File: config.mk
export PLATFORM = sky130hd
export DESIGN_NAME = three_channel_interval_timer_flat
export DESIGN_NICKNAME = d
export VERILOG_FILES = /design/src/hdl/tcit_pkg.sv /design/src/hdl/tcit_if.sv /design/src/hdl/tcit_channel.sv /design/src/hdl/three_channel_interval_timer.sv /design/src/flat_wrapper.sv
export SDC_FILE = /design/constraint.sdc
export NUM_CORES = 1
export LEC_CHECK = 0
export BUFFER_PORTS_ARGS = -buffer_cell sky130_fd_sc_hd__buf_2
export CAP_MARGIN = 20
export CORE_MARGIN = 8
export CORE_UTILIZATION = 30
export DETAILED_ROUTE_END_ITERATION = 16
export MAX_ROUTING_LAYER = met4
export PLACE_DENSITY = 0.53
export SKIP_LAST_GASP = 1
export SLEW_MARGIN = 20
export SYNTH_ARGS = -nofsm -noshare
export SYNTH_HDL_FRONTEND = slang
export SYNTH_HIERARCHICAL = 1
export SYNTH_SLANG_ARGS = --single-unit
File: constraint.sdc
create_clock -name clk -period 6.3 [get_ports clk]
set_input_delay 0.945 -clock clk [delete_from_list [all_inputs] [get_ports clk]]
set_output_delay 0.945 -clock clk [all_outputs]
set_load 0.05 [all_outputs]
File: src/hdl/tcit_pkg.sv
// Package for the three-channel interval timer: command, access-order and mode codes,
// request/response structs and sizing constants.
// No dependencies.
package tcit_pkg;

  // Channel count: default and upper bound
  localparam int NUM_CHANNELS_DEF = 3;
  localparam int MAX_CHANNELS     = 3;

  // Byte masks applied to the reload value
  localparam logic [15:0] LO_MASK = 16'h00FF;
  localparam logic [15:0] HI_MASK = 16'hFF00;

  // Control register address
  localparam logic [1:0] CTRL_ADDR = 2'd3;

  // Mode field codes (control word bits 3..1)
  localparam logic [2:0] CW_MODE_RATE   = 3'd2;
  localparam logic [2:0] CW_MODE_SQUARE = 3'd3;

  typedef enum logic [1:0] {
    CMD_WRITE = 2'd0,
    CMD_READ  = 2'd1,
    CMD_CLOCK = 2'd2,
    CMD_NOP   = 2'd3
  } cmd_t;

  typedef enum logic [1:0] {
    ORD_LATCH = 2'd0,
    ORD_LO    = 2'd1,
    ORD_HI    = 2'd2,
    ORD_LOHI  = 2'd3
  } order_t;

  typedef enum logic [1:0] {
    MODE_ONESHOT = 2'd0,
    MODE_RATE    = 2'd2,
    MODE_SQUARE  = 2'd3
  } mode_t;

  // Decoded per-channel request for one word
  typedef struct packed {
    logic       ctrl;
    logic       wr;
    logic       rd;
    logic       tick;
    logic [7:0] data;
  } tcit_req_t;

  // Per-channel response: read byte and OUT level after the word
  typedef struct packed {
    logic [7:0] rd_data;
    logic       level_nxt;
  } tcit_rsp_t;

endpackage

File: src/hdl/tcit_if.sv
// Valid/ready channel interfaces for the interval timer: input word and result word.
// No dependencies.
interface tcit_in_if;
  logic       valid;
  logic       ready;
  logic [1:0] command;
  logic [1:0] address;
  logic [7:0] write_data;
  logic       gate;

  modport source (output valid, command, address, write_data, gate, input ready);
  modport sink   (input valid, command, address, write_data, gate, output ready);
endinterface

interface tcit_out_if;
  logic       valid;
  logic       ready;
  logic [7:0] read_data;
  logic [2:0] out_levels;

  modport source (output valid, read_data, out_levels, input ready);
  modport sink   (input valid, read_data, out_levels, output ready);
endinterface

File: src/hdl/tcit_channel.sv
// One 16-bit down counter of the interval timer: control word, byte access and counting.
// Depends on tcit_pkg.
module tcit_channel (
  input  logic                 clk,
  input  logic                 rst_n,
  input  tcit_pkg::tcit_req_t  req,
  output tcit_pkg::tcit_rsp_t  rsp
);
  import tcit_pkg::*;

  mode_t       mode_r,    mode_nxt;
  order_t      order_r,   order_nxt;
  logic        ehw_r,     ehw_nxt;
  logic        ehr_r,     ehr_nxt;
  logic [15:0] reload_r,  reload_nxt;
  logic [15:0] count_r,   count_nxt;
  logic [15:0] latch_r,   latch_nxt;
  logic        lvalid_r,  lvalid_nxt;
  logic        level_r,   level_nxt;
  logic        armed_r,   armed_nxt;

  logic [15:0] lo_set;
  logic [15:0] hi_set;
  logic [15:0] rd_val;
  logic [15:0] cnt_dec;
  logic [7:0]  rd_byte;
  order_t      cw_order;

  assign lo_set   = (reload_r & HI_MASK) | {8'h00, req.data};
  assign hi_set   = (reload_r & LO_MASK) | {req.data, 8'h00};
  assign rd_val   = lvalid_r ? latch_r : count_r;
  assign cnt_dec  = (count_r != 16'd0) ? count_r - 16'd1 : 16'd0;
  assign cw_order = order_t'(req.data[5:4]);

  // Next state for the word addressed to this channel
  always_comb begin
    mode_nxt   = mode_r;
    order_nxt  = order_r;
    ehw_nxt    = ehw_r;
    ehr_nxt    = ehr_r;
    reload_nxt = reload_r;
    count_nxt  = count_r;
    latch_nxt  = latch_r;
    lvalid_nxt = lvalid_r;
    level_nxt  = level_r;
    armed_nxt  = armed_r;
    rd_byte    = 8'h00;

    if (req.ctrl) begin
      // Control word: latch command or new mode/order
      if (cw_order == ORD_LATCH) begin
        latch_nxt  = count_r;
        lvalid_nxt = 1'b1;
      end else begin
        order_nxt = cw_order;
        ehw_nxt   = 1'b0;
        ehr_nxt   = 1'b0;
        armed_nxt = 1'b0;
        unique case (req.data[3:1])
          CW_MODE_RATE:   mode_nxt = MODE_RATE;
          CW_MODE_SQUARE: mode_nxt = MODE_SQUARE;
          default:        mode_nxt = MODE_ONESHOT;
        endcase
        level_nxt = (req.data[3:1] == CW_MODE_RATE) || (req.data[3:1] == CW_MODE_SQUARE);
      end
    end

    if (req.wr) begin
      // Count byte write
      unique case (order_r)
        ORD_LO: begin
          reload_nxt = lo_set;
          count_nxt  = lo_set;
          armed_nxt  = 1'b1;
        end
        ORD_HI: begin
          reload_nxt = hi_set;
          count_nxt  = hi_set;
          armed_nxt  = 1'b1;
        end
        ORD_LOHI: begin
          if (!ehw_r) begin
            reload_nxt = lo_set;
            ehw_nxt    = 1'b1;
            armed_nxt  = 1'b0;
          end else begin
            reload_nxt = hi_set;
            count_nxt  = hi_set;
            armed_nxt  = 1'b1;
            ehw_nxt    = 1'b0;
          end
        end
        ORD_LATCH: ;
      endcase
    end

    if (req.rd) begin
      // Count byte read, from the snapshot when one is held
      unique case (order_r)
        ORD_HI: begin
          lvalid_nxt = 1'b0;
          rd_byte    = rd_val[15:8];
        end
        ORD_LOHI: begin
          if (!ehr_r) begin
            ehr_nxt = 1'b1;
            rd_byte = rd_val[7:0];
          end else begin
            ehr_nxt    = 1'b0;
            lvalid_nxt = 1'b0;
            rd_byte    = rd_val[15:8];
          end
        end
        ORD_LO, ORD_LATCH: begin
          lvalid_nxt = 1'b0;
          rd_byte    = rd_val[7:0];
        end
      endcase
    end

    if (req.tick && armed_r) begin
      // Counter clock edge with gate high
      unique case (mode_r)
        MODE_RATE: begin
          count_nxt = cnt_dec;
          if (cnt_dec == 16'd1) begin
            level_nxt = 1'b0;
          end else if (cnt_dec == 16'd0) begin
            level_nxt = 1'b1;
            count_nxt = reload_r;
          end
        end
        MODE_SQUARE: begin
          count_nxt = (count_r >= 16'd2) ? count_r - 16'd2 : 16'd0;
          if (count_r <= 16'd2) begin
            level_nxt = !level_r;
            count_nxt = reload_r;
          end
        end
        default: begin
          count_nxt = cnt_dec;
          if (cnt_dec == 16'd0) begin
            level_nxt = 1'b1;
            armed_nxt = 1'b0;
          end
        end
      endcase
    end
  end

  // Channel state registers
  always_ff @(posedge clk) begin
    if (!rst_n) begin
      mode_r   <= MODE_ONESHOT;
      order_r  <= ORD_LATCH;
      ehw_r    <= 1'b0;
      ehr_r    <= 1'b0;
      reload_r <= 16'd0;
      count_r  <= 16'd0;
      latch_r  <= 16'd0;
      lvalid_r <= 1'b0;
      level_r  <= 1'b0;
      armed_r  <= 1'b0;
    end else begin
      mode_r   <= mode_nxt;
      order_r  <= order_nxt;
      ehw_r    <= ehw_nxt;
      ehr_r    <= ehr_nxt;
      reload_r <= reload_nxt;
      count_r  <= count_nxt;
      latch_r  <= latch_nxt;
      lvalid_r <= lvalid_nxt;
      level_r  <= level_nxt;
      armed_r  <= armed_nxt;
    end
  end

  assign rsp.rd_data   = rd_byte;
  assign rsp.level_nxt = level_nxt;

endmodule

File: src/hdl/three_channel_interval_timer.sv
// Three-channel interval timer: input word register, per-channel counters, result register.
// A word accepted into the input register is applied to the per-channel counters as it moves on,
// and its result word is captured in the result register, from which the out side takes it.
// Throughput: one word per cycle while the result side takes words; with the result stalled
// the input register takes one more word and then in ready drops until out ready returns.
// Reset (rst_n low, synchronous): both registers empty, all counters, reload values,
// snapshots and toggles zero, all OUT levels low.
// Depends on tcit_pkg, tcit_if and tcit_channel.
module three_channel_interval_timer #(
  parameter int NUM_CHANNELS = tcit_pkg::NUM_CHANNELS_DEF
) (
  input  logic        clk,
  input  logic        rst_n,
  tcit_in_if.sink     in_if,
  tcit_out_if.source  out_if
);
  import tcit_pkg::*;

  // Input word register
  logic       s1_valid_r;
  cmd_t       s1_cmd_r;
  logic [1:0] s1_addr_r;
  logic [7:0] s1_data_r;
  logic       s1_gate_r;

  // Result word register
  logic       out_valid_r;
  logic [7:0] out_rd_r;
  logic [2:0] out_lvl_r;

  logic       s1_adv;
  logic       s1_fire;
  logic       in_acc;
  logic [7:0] rd_nxt;
  logic [2:0] lvl_nxt;

  tcit_req_t  req   [MAX_CHANNELS];
  tcit_rsp_t  rsp   [MAX_CHANNELS];
  logic [7:0] rd_or [MAX_CHANNELS + 1];

  assign s1_adv      = !out_valid_r || out_if.ready;
  assign s1_fire     = s1_valid_r && s1_adv;
  assign in_if.ready = !s1_valid_r || s1_adv;
  assign in_acc      = in_if.valid && in_if.ready;

  // Input register
  always_ff @(posedge clk) begin
    if (!rst_n) begin
      s1_valid_r <= 1'b0;
    end else if (in_acc) begin
      s1_valid_r <= 1'b1;
    end else if (s1_fire) begin
      s1_valid_r <= 1'b0;
    end
  end

  always_ff @(posedge clk) begin
    if (in_acc) begin
      s1_cmd_r  <= cmd_t'(in_if.command);
      s1_addr_r <= in_if.address;
      s1_data_r <= in_if.write_data;
      s1_gate_r <= in_if.gate;
    end
  end

  // Per-channel decode and counters
  assign rd_or[0] = 8'h00;
  for (genvar i = 0; i < MAX_CHANNELS; i++) begin : g_ch
    if (i < NUM_CHANNELS) begin : g_on
      assign req[i].ctrl = s1_fire && (s1_cmd_r == CMD_WRITE) && (s1_addr_r == CTRL_ADDR)
                           && (s1_data_r[7:6] == 2'(i));
      assign req[i].wr   = s1_fire && (s1_cmd_r == CMD_WRITE) && (s1_addr_r == 2'(i));
      assign req[i].rd   = s1_fire && (s1_cmd_r == CMD_READ) && (s1_addr_r == 2'(i));
      assign req[i].tick = s1_fire && (s1_cmd_r == CMD_CLOCK) && (s1_addr_r == 2'(i))
                           && s1_gate_r;
      assign req[i].data = s1_data_r;

      tcit_channel u_ch (
        .clk   (clk),
        .rst_n (rst_n),
        .req   (req[i]),
        .rsp   (rsp[i])
      );
    end else begin : g_off
      assign req[i] = '0;
      assign rsp[i] = '0;
    end
    assign rd_or[i + 1] = rd_or[i] | rsp[i].rd_data;
    assign lvl_nxt[i]   = rsp[i].level_nxt;
  end

  assign rd_nxt = rd_or[MAX_CHANNELS];

  // Result register
  always_ff @(posedge clk) begin
    if (!rst_n) begin
      out_valid_r <= 1'b0;
    end else if (s1_fire) begin
      out_valid_r <= 1'b1;
    end else if (out_if.ready) begin
      out_valid_r <= 1'b0;
    end
  end

  always_ff @(posedge clk) begin
    if (s1_fire) begin
      out_rd_r  <= rd_nxt;
      out_lvl_r <= lvl_nxt;
    end
  end

  assign out_if.valid      = out_valid_r;
  assign out_if.read_data  = out_rd_r;
  assign out_if.out_levels = out_lvl_r;

  // A stalled input word stays put
  a_s1_hold: assert property (@(posedge clk) disable iff (!rst_n)
    s1_valid_r && !s1_adv |=> s1_valid_r)
    else $error("input word dropped while result stalled");

  // An empty result register never blocks the input side
  a_ready_free: assert property (@(posedge clk) disable iff (!rst_n)
    !out_valid_r |-> in_if.ready)
    else $error("input not ready with empty result register");

  // Only a counter read returns a nonzero byte
  a_rd_zero: assert property (@(posedge clk) disable iff (!rst_n)
    s1_fire && !((s1_cmd_r == CMD_READ) && (s1_addr_r != CTRL_ADDR))
    |=> out_if.read_data == 8'h00)
    else $error("nonzero read byte for a word that is not a counter read");

  // Missing channels keep their OUT level low
  a_lvl_range: assert property (@(posedge clk) disable iff (!rst_n)
    out_valid_r |-> (out_lvl_r >> NUM_CHANNELS) == 3'd0)
    else $error("OUT level set for a missing channel");

endmodule

File: src/flat_wrapper.sv
// flat-port wrapper written by rule: the top's interface ports become plain ports
module three_channel_interval_timer_flat import tcit_pkg::*;
#(
  parameter int NUM_CHANNELS = tcit_pkg::NUM_CHANNELS_DEF
)
  (clk, rst_n, in_if_valid, in_if_command, in_if_address, in_if_write_data, in_if_gate, in_if_ready, out_if_valid, out_if_read_data, out_if_out_levels, out_if_ready);
  tcit_in_if in_if_i ();
  tcit_out_if out_if_i ();
  input  logic clk;
  input  logic rst_n;
  input wire logic [$bits(in_if_i.valid)-1:0] in_if_valid;
  input wire logic [$bits(in_if_i.command)-1:0] in_if_command;
  input wire logic [$bits(in_if_i.address)-1:0] in_if_address;
  input wire logic [$bits(in_if_i.write_data)-1:0] in_if_write_data;
  input wire logic [$bits(in_if_i.gate)-1:0] in_if_gate;
  output wire logic [$bits(in_if_i.ready)-1:0] in_if_ready;
  output wire logic [$bits(out_if_i.valid)-1:0] out_if_valid;
  output wire logic [$bits(out_if_i.read_data)-1:0] out_if_read_data;
  output wire logic [$bits(out_if_i.out_levels)-1:0] out_if_out_levels;
  input wire logic [$bits(out_if_i.ready)-1:0] out_if_ready;
  assign in_if_i.valid = in_if_valid;
  assign in_if_i.command = in_if_command;
  assign in_if_i.address = in_if_address;
  assign in_if_i.write_data = in_if_write_data;
  assign in_if_i.gate = in_if_gate;
  assign in_if_ready = in_if_i.ready;
  assign out_if_valid = out_if_i.valid;
  assign out_if_read_data = out_if_i.read_data;
  assign out_if_out_levels = out_if_i.out_levels;
  assign out_if_i.ready = out_if_ready;
  three_channel_interval_timer #(.NUM_CHANNELS(NUM_CHANNELS)) u_core (.clk(clk), .rst_n(rst_n), .in_if(in_if_i), .out_if(out_if_i));
endmodule
### Word level (Yosys, flattened, before mapping)

Index checks and enable logic that the tools add are counted.

| storage, ports and cells | value |
|---|---|
| bits in registers | 197 |

| operators by class | value |
|---|---|
| add/sub/neg operators | 6 |
| magnitude comparators | 6 |
| eq/ne operators | 30 |
| multiplexer cells | 143 |
| bitwise gates (word level) | 9 |
| reductions and logical operators | 80 |

Operator list:

| kind | number |
|---|---|
| two-way mux 16 bit | 30 |
| one-hot mux 16 bit (3 select lines) | 6 |
| one-hot mux 16 bit (2 select lines) | 3 |
| two-way mux 1 bit | 85 |
| one-hot mux 8 bit (3 select lines) | 3 |
| == test 16 x 1 -> 1 bit (second input constant) | 3 |
| >= comparator 16 x 2 -> 1 bit (second input constant) | 3 |
| <= comparator 16 x 2 -> 1 bit (second input constant) | 3 |
| zero test 16 bit | 3 |
| two-way mux 8 bit | 6 |
| OR 16 x 8 -> 16 bit | 3 |
| OR 8 x 16 -> 16 bit | 3 |
| nonzero test 16 bit | 3 |
| subtractor 16 x 1 -> 16 bit (second input constant) | 3 |
| subtractor 16 x 2 -> 16 bit (second input constant) | 3 |
| == test 2 bit (second input constant) | 16 |
| logical AND 1 bit | 24 |
| one-hot mux 1 bit (2 select lines) | 9 |
| AND reduction 2 bit | 9 |
| OR reduction 2 bit | 9 |
| OR 8 bit | 2 |
| zero test 2 bit | 7 |
| == test 2 x 1 -> 1 bit (second input constant) | 6 |
| nonzero test 4 bit | 3 |
| other kinds (10) | 29 |

### Logic depth before layout (Yosys ltp)

Gate-level depths: netlist (run 1).

| logic depth | value |
|---|---|
| depth after elaboration | 12 |
| depth in mapped cells | 10 |

### Modules after synthesis

The synthesis (run 1) kept the hierarchy.

Modules (own cells, without submodules):

| module | instances | cells each | area an instance (um^2) |
|---|---|---|---|
| tcit_channel (u_core.g_ch[0].g_on.u_ch ...) | 2 | 551 | 4071.4 |
| tcit_channel (u_core.g_ch[2].g_on.u_ch) | 1 | 552 | 4072.7 |
| three_channel_interval_timer | 1 | 64 | 1127.3 |

### Worst setup path before layout (run 1)

OpenSTA, ideal clock, no wires.

| timing | value |
|---|---|
| kind | input -> register |
| start | input out_if_ready |
| end | register u_core.out_lvl_r[2], in the netlist u_core/out_if.out_levels[2], data pin |
| setup time | 251 ps |
| data arrival time | 2655 ps |
| path slack | 3394 ps |
| stages | 9 |
| path buffers | 2 |
| path through | nor2b_4 buf_8 nor4_2 o21ai_1 a21o_1 mux2_2 o22ai_1 nor3b_1 buf_4 |

RTL lines:

| item | line | RTL |
|---|---|---|
| start, declared | flat_wrapper.sv:20 | `input wire logic [$bits(out_if_i.ready)-1:0] out_if_ready;` |
| end signal, assigned | three_channel_interval_timer.sv:108 | `out_lvl_r <= lvl_nxt;` |
| end, declared | three_channel_interval_timer.sv:29 | `logic [2:0] out_lvl_r;` |

### Final worst setup path (run 1)

| timing | value |
|---|---|
| start | register u_core.g_ch[2].g_on.u_ch.count_r[0] |
| end | register u_core.out_lvl_r[2], in the netlist u_core/out_if.out_levels[2], data pin |

| between the ends | value |
|---|---|
| cells in the longest elaborated chain, start to end | 7 |

Ends and longest elaborated chain:

| item | line | RTL |
|---|---|---|
| start, declared | tcit_channel.sv:16 | `logic [15:0] count_r, count_nxt;` |
| start signal, assigned | tcit_channel.sv:170 | `count_r <= count_nxt;` |
| subtractor 16 x 1 -> 16 bit or nonzero test 16 bit (tied branches) | tcit_channel.sv:32 | `assign cnt_dec = (count_r != 16'd0) ? count_r - 16'd1 : 16'd0;` |
| two-way mux 16 bit | tcit_channel.sv:32 |  |
| zero test 16 bit | tcit_channel.sv:128, tcit_channel.sv:142 |  |
| two-way mux 1 bit | tcit_channel.sv:128, tcit_channel.sv:142 |  |
| two-way mux 1 bit | tcit_channel.sv:126 | `if (cnt_dec == 16'd1) begin` |
| one-hot mux 1 bit (2 select lines) * | tcit_channel.sv:123 | `unique case (mode_r)` |
| two-way mux 1 bit * | tcit_channel.sv:121 | `if (req.tick && armed_r) begin` |
| net u_core.lvl_nxt[2] | three_channel_interval_timer.sv:35 | `logic [2:0] lvl_nxt;` |

The timed path passes the listed nets; every way through them passes the cells marked *.
A chain may end at the register's enable or synchronous reset.

==> results of run 1 <==
## cell families after synthesis
kind of cell    synth area share
simple gates               0.287
compound gates             0.221
flops                      0.314
buf+inv                   0.0515
xor+xnor                  0.0509
mux                       0.0509
fa+ha+maj                 0.0253
## power by group
part | switching [mW] | internal (mW) | total [mW]
clock network | 0.531 | 0.604 | 1.13
logic | 0.0664 | 0.0204 | 0.0868
registers | 0.0150 | 1.28 | 1.29
total | 0.612 | 1.90 | 2.51
## cells in the final DEF (no fill, tap or decap), drive strengths merged, types with 10 or more instances in the layout
| cell | n |
|---|---|
| nand2 | 318 |
| dfxtp | 173 |
| nor2 | 137 |
| a21oi | 120 |
| nand3 | 69 |
| a22oi | 57 |
| mux2i | 51 |
| and2 | 42 |
| buf | 42 |
| a31oi | 39 |
| xnor2 | 39 |
| o21ai | 39 |
| nand4 | 36 |
| xor2 | 36 |
| o211ai | 36 |
| o22ai | 33 |
| inv | 32 |
| nor4 | 29 |
| nor3 | 27 |
| ha | 27 |
| edfxtp | 24 |
| nand2b | 20 |
| clkbuf | 20 |
| nor3b | 15 |
| mux2 | 15 |
| a221oi | 15 |
| o311ai | 15 |
| nor4b | 13 |
| o31ai | 12 |
| o21a | 11 |
| or2 | 10 |
## through the flow
stage,setup slack [ns],hold WS (ns),total power [mW],util
2_1_floorplan,3.39,0.436,1.37,-
3_3_place_gp,2.32,0.441,1.41,0.312
5_1_grt,2.74,0.473,2.59,0.326
3_5_place_dp,2.26,0.448,1.41,0.312
6_report,2.85,0.456,2.51,0.326
4_1_cts,2.75,0.458,2.54,0.326
## path summary, 6_finish.rpt
check                                                           from                                   end  slack (ns)  cells after the start
worst max-delay path             u_core/g_ch[2].g_on.u_ch/count_r[0]           u_core/out_if.out_levels[2]        2.85                      8
worst min-delay path            u_core/g_ch[2].g_on.u_ch/latch_r[15]  u_core/g_ch[2].g_on.u_ch/latch_r[15]        0.46                      2
worst max register to register   u_core/g_ch[2].g_on.u_ch/count_r[0]           u_core/out_if.out_levels[2]        2.85                      8
worst min register to register  u_core/g_ch[2].g_on.u_ch/latch_r[15]  u_core/g_ch[2].g_on.u_ch/latch_r[15]        0.46                      2
## per-layer routing
metal,part of all wire,vias up
met2,0.45,466
met3,0.056,92
met4,0.032,0
met5,0,-
li1,-,6104
met1,0.47,5956
## area by class of cell
type | instances | area, um2 | area share
flip-flops and latches | 197 | 4180 | 0.291
clock inverters | 12 | 146 | 0.0102
well taps | 592 | 741 | 0.0516
clock buffers | 20 | 447 | 0.0311
repair buffers | 42 | 243 | 0.0169
inverters | 31 | 116 | 0.00811
multi-input cells | 1362 | 8480 | 0.591
## worst register-to-register path: cells and delay by family, from the launching register on
| kind | cells | cell delay [ns] |
|---|---|---|
| adders and majority gates | 1 | 0.22 |
| and+or+nand+nor | 4 | 1.33 |
| buffers and inverters | 1 | 0.17 |
| DFF | 1 | 0.45 |
| AOI/OAI and AO/OA | 2 | 1.01 |
==> results.py, run 1 <==
metrics = {
    "route": {
        "dr_total_vias": 12600,
        "antenna_left": 0,
        "drt_first_iter_violations": 1175,
        "drc": 0,
        "drt_pass1_iterations": 5,
        "viasPerCell": 5.59,
        "finalWirelength_mm": 43.7,
        "wl_per_cell_um": 19.4,
    },
    "setup_path": {
        "crit_arrival_ns": 3.65,
        "crit_slowest_cell": "nor3b_1",
        "cp.buffers_inverters": 1,
        "critPathKind": "reg -> reg",
        "endpoint_kind": "register",
        "path_cells": "inv_1 -> ha_1 -> nor3b_1 -> nand4_1 -> a211o_1 -> o21ai_0 -> nand4_1 -> nor3b_1",
        "worstPathRequired_ns": 6.50,
        "critPathLaunchType": "register",
        "crit_fanout": 10,
        "slowest_delay_ns": 0.63,
        "crit_family": "simple AND/OR/NAND/NOR gates",
    },
    "timing": {
        "tns_ns": 0,
        "worstMarginPinSlew_ns": 0.963,
        "setup_violations": 0,
        "max_slew_margin": 0.357,
        "max_clock_freq_ghz": 0.290,
        "hold_viol": 0,
        "min_period_ns": 3.45,
        "maxSlewViolCount": 0,
        "period_share": 0.548,
        "clock_skew_ns": 0.0173,
        "rsz0062_at_grt": "no",
    },
    "synthesis": {
        "synth.area.top_cells": "dfxtp_1 26%, nand2_1 8.9%, edfxtp_1 5.4%, a21oi_1 4.5%, nor2_1 3.9%",
        "ys.flop_type": "dfxtp_1",
        "seq_area_frac_synth": 0.314,
        "synth_edf_count": 24,
        "synth_area_per_cell_um2": 7.77,
        "syn_nets": 1762,
        "synth_most_common_cell": "nand2_1",
        "ys_warn_count": 6,
        "synth_area_um2": 13300,
        "async_flop_share": 0,
        "syn_inst": 1718,
        "synth_commonest_cells": "318 x nand2_1, 173 x dfxtp_1, 137 x nor2_1, 120 x a21oi_1, 92 x clkbuf_1",
        "synth.distinct_cells": 66,
        "synth.ff_latch_count": 197,
        "synth_top_area_frac": 0.260,
        "yosysTopAreaCell": "dfxtp_1",
    },
    "die": {
        "rows": 77,
        "core_area_um2": 44000,
        "die_w_um": 227,
        "ios": 30,
        "fp.dieH_um": 227,
        "die_area_um2": 51500,
        "start_util": 0.303,
    },
    "cells_and_area": {
        "nets": 1695,
        "drive_gt1_frac": 0.0853,
        "final_cell_area_um2": 14400,
        "layout.cells.non_filler": 2256,
        "fillers": 4702,
        "syn2layout_area_growth_pct": 7.58,
        "n_antenna_cell": 0,
    },
    "power_and_ir_drop": {
        "leakage_nw": 4.88,
        "vdd_drop_max_uv": 225,
        "power.density_nw_per_um2": 175,
    },
    "cts": {
        "root_buffer": "clkbuf_16",
        "clk_latency_ns": 0.47,
        "cts_resized": 0,
        "cts.htree.levels": 4,
        "cts.path.max_buffers": 2,
        "cts_tree": "built",
        "hold_buffers": 0,
        "cts_sinks": 197,
        "post_cts_buffers": 0,
        "cts_buffers": 17,
        "path_clk_slew_ns": 0.07,
    },
    "placement": {
        "place_hpwl_mm": 31.7,
        "io_buffers": 29,
        "gp_congestion": 0.947,
        "post-place-cells": 2224,
        "place_area_um2": 13800,
    },
    "hold_path": {
        "min_path_type": "reg -> reg",
    },
    "grt": {
        "gr-usage-met1": 0.226,
        "grt_max_degree": 45,
        "gr-max-usage-layer": "met2",
        "grtUsageTotal": 0.172,
        "antenna_found_initial": 1,
        "grt_pass1_vias": 11800,
        "gr-usage-met2": 0.263,
        "grt_pass1_wl_mm": 68.2,
        "met3_usage": 0.0242,
        "overflow": 0,
    },
    "run_status": {
        "status": "finished clean",
    },
    "job": {
        "maxCapViolCount": 0,
    },
}
Power figures use the tool's default switching activity.
==> run 2: changes to the inputs <==
Clock period 6.3 ns to 3.3 ns, I/O delays scaled along.
==> run 2 against run 1 <==
  * Via count up 4.7%
  * Critical path depth unchanged
  * Sequential cell count unchanged
  * Clock skew down 0.0043 ns
  * Worst setup slack worse by 2.5 ns
  * Non-clock buffer count up 92
  * Utilization up 1.5 points
  * Design area up 4.6%
  * Global-route usage up 1.9 points
  * Power up 90%
  * Combinational power up 96%
  * Clock power up 89%
  * Critical endpoint is now u_core/out_if.out_levels[1]
==> results.py, run 2 (synthesized netlist as in run 1, its figures left out) <==
metrics = {
    "cts": {
        "cts_buffers": 17,
        "post_cts_buffers": 0,
        "root_buffer": "clkbuf_16",
        "clk_latency_ns": 0.47,
        "path_clk_slew_ns": 0.08,
        "cts_tree": "built",
        "cts.path.max_buffers": 2,
        "hold_buffers": 0,
        "cts_resized": 0,
        "cts.htree.levels": 4,
        "cts_sinks": 197,
    },
    "cells_and_area": {
        "syn2layout_area_growth_pct": 12.6,
        "final_common_cell": "nand2_1",
        "layout.cells.non_filler": 2348,
        "n_antenna_cell": 0,
        "nets": 1787,
        "fin_util": 0.341,
        "mostFrequentLayoutCells": "318 x nand2_1, 173 x dfxtp_1, 137 x nor2_1, 120 x a21oi_1, 105 x buf_4",
        "final_cell_area_um2": 15000,
        "fillers": 4678,
        "drive_gt1_frac": 0.133,
    },
    "placement": {
        "post-place-cells": 2316,
        "dpl_worst_slack_ns": 0.387,
        "gp_congestion": 0.966,
        "place_area_um2": 14400,
        "io_buffers": 29,
        "place_hpwl_mm": 35.9,
    },
    "power_and_ir_drop": {
        "cellInternalPower_mw": 3.51,
        "power.density_nw_per_um2": 318,
        "leakage_nw": 5.35,
        "p_seq_frac": 0.517,
        "vdd_drop_max_uv": 407,
        "combPwrFrac": 0.036,
        "power.switching_mw": 1.27,
        "p_clk_frac": 0.447,
        "netSwitchingFraction": 0.266,
        "finalPower_mw": 4.78,
    },
    "grt": {
        "gr-usage-met1": 0.256,
        "grt_max_degree": 44,
        "gr-usage-met2": 0.288,
        "met3_usage": 0.0242,
        "grt_pass1_wl_mm": 74.8,
        "grt_pass1_vias": 12600,
        "antenna_found_initial": 1,
        "overflow": 0,
        "gr-max-usage-layer": "met2",
        "grtUsageTotal": 0.191,
    },
    "timing": {
        "setup_ws_ns": 0.335,
        "clock_skew_ns": 0.0130,
        "max_slew_margin": 0.298,
        "holdWs_ns": 0.194,
        "hold_viol": 0,
        "tns_ns": 0,
        "rsz0062_at_grt": "no",
        "setup_violations": 0,
        "maxSlewViolCount": 0,
        "max_clock_freq_ghz": 0.337,
        "min_period_ns": 2.97,
        "worstMarginPinSlew_ns": 1.05,
        "period_share": 0.899,
    },
    "setup_path": {
        "reg2reg_depth": 8,
        "crit_fanout": 9,
        "worstPathRequired_ns": 3.51,
        "critPathLaunchType": "register",
        "critPathKind": "reg -> reg",
        "endpoint_kind": "register",
        "crit_arrival_ns": 3.17,
    },
    "die": {
        "start_util": 0.303,
        "fp.dieH_um": 227,
        "core_area_um2": 44000,
        "die_area_um2": 51500,
        "die_w_um": 227,
        "ios": 30,
        "rows": 77,
    },
    "route": {
        "drt_first_iter_violations": 1168,
        "drc": 0,
        "wl_per_cell_um": 20.6,
        "drt_pass1_iterations": 6,
        "dr_total_vias": 13200,
        "antenna_left": 0,
        "viasPerCell": 5.63,
        "finalWirelength_mm": 48.3,
    },
    "hold_path": {
        "hold_depth": 1,
        "min_path_type": "in -> reg",
    },
    "job": {
        "maxCapViolCount": 0,
    },
    "run_status": {
        "status": "finished clean",
    },
}
==> run 2: final cells by class <==
class	instances	area [um2]	area share
clock buffers	18	439	0.0292
clock inverters	14	133	0.00883
inverters	31	116	0.00775
multi-input cells	1362	8470	0.564
flip-flops and latches	197	4180	0.279
well taps	592	741	0.0493
repair buffers	134	933	0.0621
==> run 2: worst max-delay path, stage by stage, from the launching register on <==
cell	delay [ns]
dfxtp_1	0.43
inv_1	0.10
ha_1	0.20
nor4b_2	0.55
xor2_1	0.17
or4_4	0.51
o21ai_0	0.41
nand4_1	0.16
nor3b_1	0.17
==> run 2: worst paths after layout <==
kind              slack (ns)                           startpoint                                  end
setup reg to reg        0.33  u_core/g_ch[1].g_on.u_ch/count_r[2]          u_core/out_if.out_levels[1]
hold reg to reg         0.46  u_core/g_ch[2].g_on.u_ch/latch_r[0]  u_core/g_ch[2].g_on.u_ch/latch_r[0]
hold / removal          0.19                  in_if_write_data[3]                  u_core/s1_data_r[3]
setup / recovery        0.33  u_core/g_ch[1].g_on.u_ch/count_r[2]          u_core/out_if.out_levels[1]
==> run 2: routing by layer <==
metal  wire [um]  vias to the layer above
met2       21600                      500
met1       22200                     6344
li1            -                     6281
met5           0                        -
met4        1390                        0
met3        3110                       91
==> run 2: power groups by stage <==
stage	clock (mW)	sequential (mW)	combinational, mW
6_report	2.14	2.47	0.170
5_1_grt	2.29	2.47	0.182
4_1_cts	2.20	2.47	0.171
3_5_place_dp	0	2.53	0.171
3_3_place_gp	0	2.53	0.170
2_1_floorplan	0	2.53	0.0780
==> run 3: changes to the inputs <==
Settings changed: PLACE_DENSITY 0.53 to 0.55.
Clock period 3.3 ns to 2.5 ns, I/O delays scaled along.
==> run 3 against run 2 <==
  * Worst hold slack got worse by 0.14 ns
  * The flow now finishes with violations (negative setup slack)
  * Clock-buffer cell count unchanged
  * Combinational power increased by 55%
  * Utilization increased by 3.1 points
  * Critical path depth unchanged
  * Critical path type unchanged
  * Clock power increased by 31%
  * Clock skew increased by 0.0075 ns
  * Design area increased by 9.2%
  * Maximum frequency increased by 17%
  * Non-clock buffer count increased by 125
==> results.py, run 3 (synthesized netlist as in run 1, its figures left out) <==
metrics = {
    "run_status": {
        "status": "finished with violations",
        "violations": "negative setup slack",
    },
    "cts": {
        "root_buffer": "clkbuf_16",
        "cts_sinks": 197,
        "path_clk_slew_ns": 0.09,
        "cts_tree": "built",
        "clk_latency_ns": 0.49,
        "cts.path.max_buffers": 2,
        "hold_buffers": 0,
        "cts_buffers": 17,
        "cts.htree.levels": 4,
    },
    "route": {
        "drc": 0,
        "drt_first_iter_violations": 1272,
        "finalWirelength_mm": 49.4,
        "antenna_left": 0,
        "dr_total_vias": 13700,
        "drt_pass1_iterations": 5,
        "wl_per_cell_um": 20.0,
        "viasPerCell": 5.54,
    },
    "power_and_ir_drop": {
        "vdd_drop_max_uv": 398,
        "finalPower_mw": 6.32,
        "leakage_nw": 6.09,
        "power.density_nw_per_um2": 385,
    },
    "grt": {
        "grtUsageTotal": 0.195,
        "grt_pass1_vias": 12800,
        "grt_pass1_wl_mm": 76.1,
        "antenna_found_initial": 1,
        "grt_max_degree": 44,
        "overflow": 0,
    },
    "die": {
        "start_util": 0.303,
        "die_area_um2": 51500,
        "ios": 30,
        "fp.dieH_um": 227,
        "rows": 77,
        "core_area_um2": 44000,
        "die_w_um": 227,
    },
    "timing": {
        "period_share": 1.01,
        "setup_ws_ns": -0.0262,
        "hold_viol": 0,
        "min_period_ns": 2.53,
        "worstMarginPinSlew_ns": 0.833,
        "clock_skew_ns": 0.0205,
        "max_clock_freq_ghz": 0.396,
        "setup_violations": 2,
        "holdWs_ns": 0.0507,
        "rsz0062_at_grt": "yes",
        "max_slew_margin": 0.443,
        "maxSlewViolCount": 0,
    },
    "hold_path": {
        "hold_depth": 1,
        "min_path_type": "in -> reg",
    },
    "setup_path": {
        "endpoint_kind": "register",
        "critPathKind": "reg -> reg",
        "worstPathRequired_ns": 2.73,
        "crit_fanout": 4,
        "crit_slowest_cell": "or4_4",
        "path_cells": "inv_2 -> ha_4 -> xor2_2 -> or4_4 -> or4_4 -> o21ai_4 -> nand4_1 -> nor3b_2",
        "critPathLaunchType": "register",
        "slowest_delay_ns": 0.57,
        "crit_arrival_ns": 2.75,
        "crit_top_cell": "or4_4",
        "reg2reg_depth": 8,
    },
    "cells_and_area": {
        "seq_area_um2": 4200,
        "nets": 1912,
        "drive_gt1_frac": 0.221,
        "multiInputGateArea_um2": 8850,
        "n_antenna_cell": 0,
        "mostFrequentLayoutCells": "315 x nand2_1, 222 x buf_4, 164 x dfxtp_1, 135 x nor2_1, 120 x a21oi_1",
        "syn2layout_area_growth_pct": 22.9,
        "final_common_cell": "nand2_1",
        "fillers": 4579,
    },
    "placement": {
        "place_hpwl_mm": 37.4,
        "io_buffers": 29,
        "gp_congestion": 0.993,
    },
    "job": {
        "maxCapViolCount": 0,
    },
}
[run 3: layout make-up]
type,count,area share
well taps,592,0.0452
multi-input cells,1362,0.540
flip-flops and latches,197,0.256
clock inverters,14,0.00717
clock buffers,18,0.0275
repair buffers,259,0.117
inverters,31,0.00755
[run 3: per-stage QoR]
step / TNS [ns] / setup slack (ns) / utilization / instances / cell area, um2
CTS: -0.150 / -0.0384 / 0.367 / 2472 / 16200
global placement: 0 / 0.00644 / 0.354 / 2439 / 15600
detailed placement: -0.00637 / -0.00552 / 0.354 / 2439 / 15600
finish: -0.0458 / -0.0262 / 0.373 / 2473 / 16400
floorplan: 0 / 0.00951 / - / 1718 / 13500
global route: -0.649 / -0.0967 / 0.373 / 2473 / 16400
[run 3: critical path, delay by kind of cell, from the launching register on]
family / cells / cell delay (ns)
flops: 1 / 0.34
buf+inv: 1 / 0.05
fa+ha+maj: 1 / 0.17
compound gates: 1 / 0.25
xor+xnor: 1 / 0.14
simple gates: 4 / 1.30
[run 3: timing repair]
item / CTS / global route
endpoints found under the setup margin: 11 / 53
buffers inserted: 1 / 1
pin swaps: 2 / 29
resized for setup: 4 / 49
[run 3: layer usage]
metal  GRT usage  share of wire
met3      0.0331          0.072
met1       0.256           0.45
met5           -              0
met4      0.0633          0.026
met2       0.302           0.45
[run 3: final timing paths]
path                                              from                                   end  slack [ns]
setup reg to reg   u_core/g_ch[2].g_on.u_ch/count_r[1]           u_core/out_if.out_levels[2]       -0.03
setup / recovery   u_core/g_ch[2].g_on.u_ch/count_r[1]           u_core/out_if.out_levels[2]       -0.03
hold reg to reg   u_core/g_ch[2].g_on.u_ch/latch_r[13]  u_core/g_ch[2].g_on.u_ch/latch_r[13]        0.46
hold / removal                     in_if_write_data[2]                   u_core/s1_data_r[2]        0.05
[run 3: report_power, final]
group / leakage [nW] / internal, mW / switching [mW]
Clock: 0.274 / 1.36 / 1.44
Combinational: 4.18 / 0.0798 / 0.184
Sequential: 1.63 / 3.22 / 0.0391
Total: 6.09 / 4.66 / 1.66
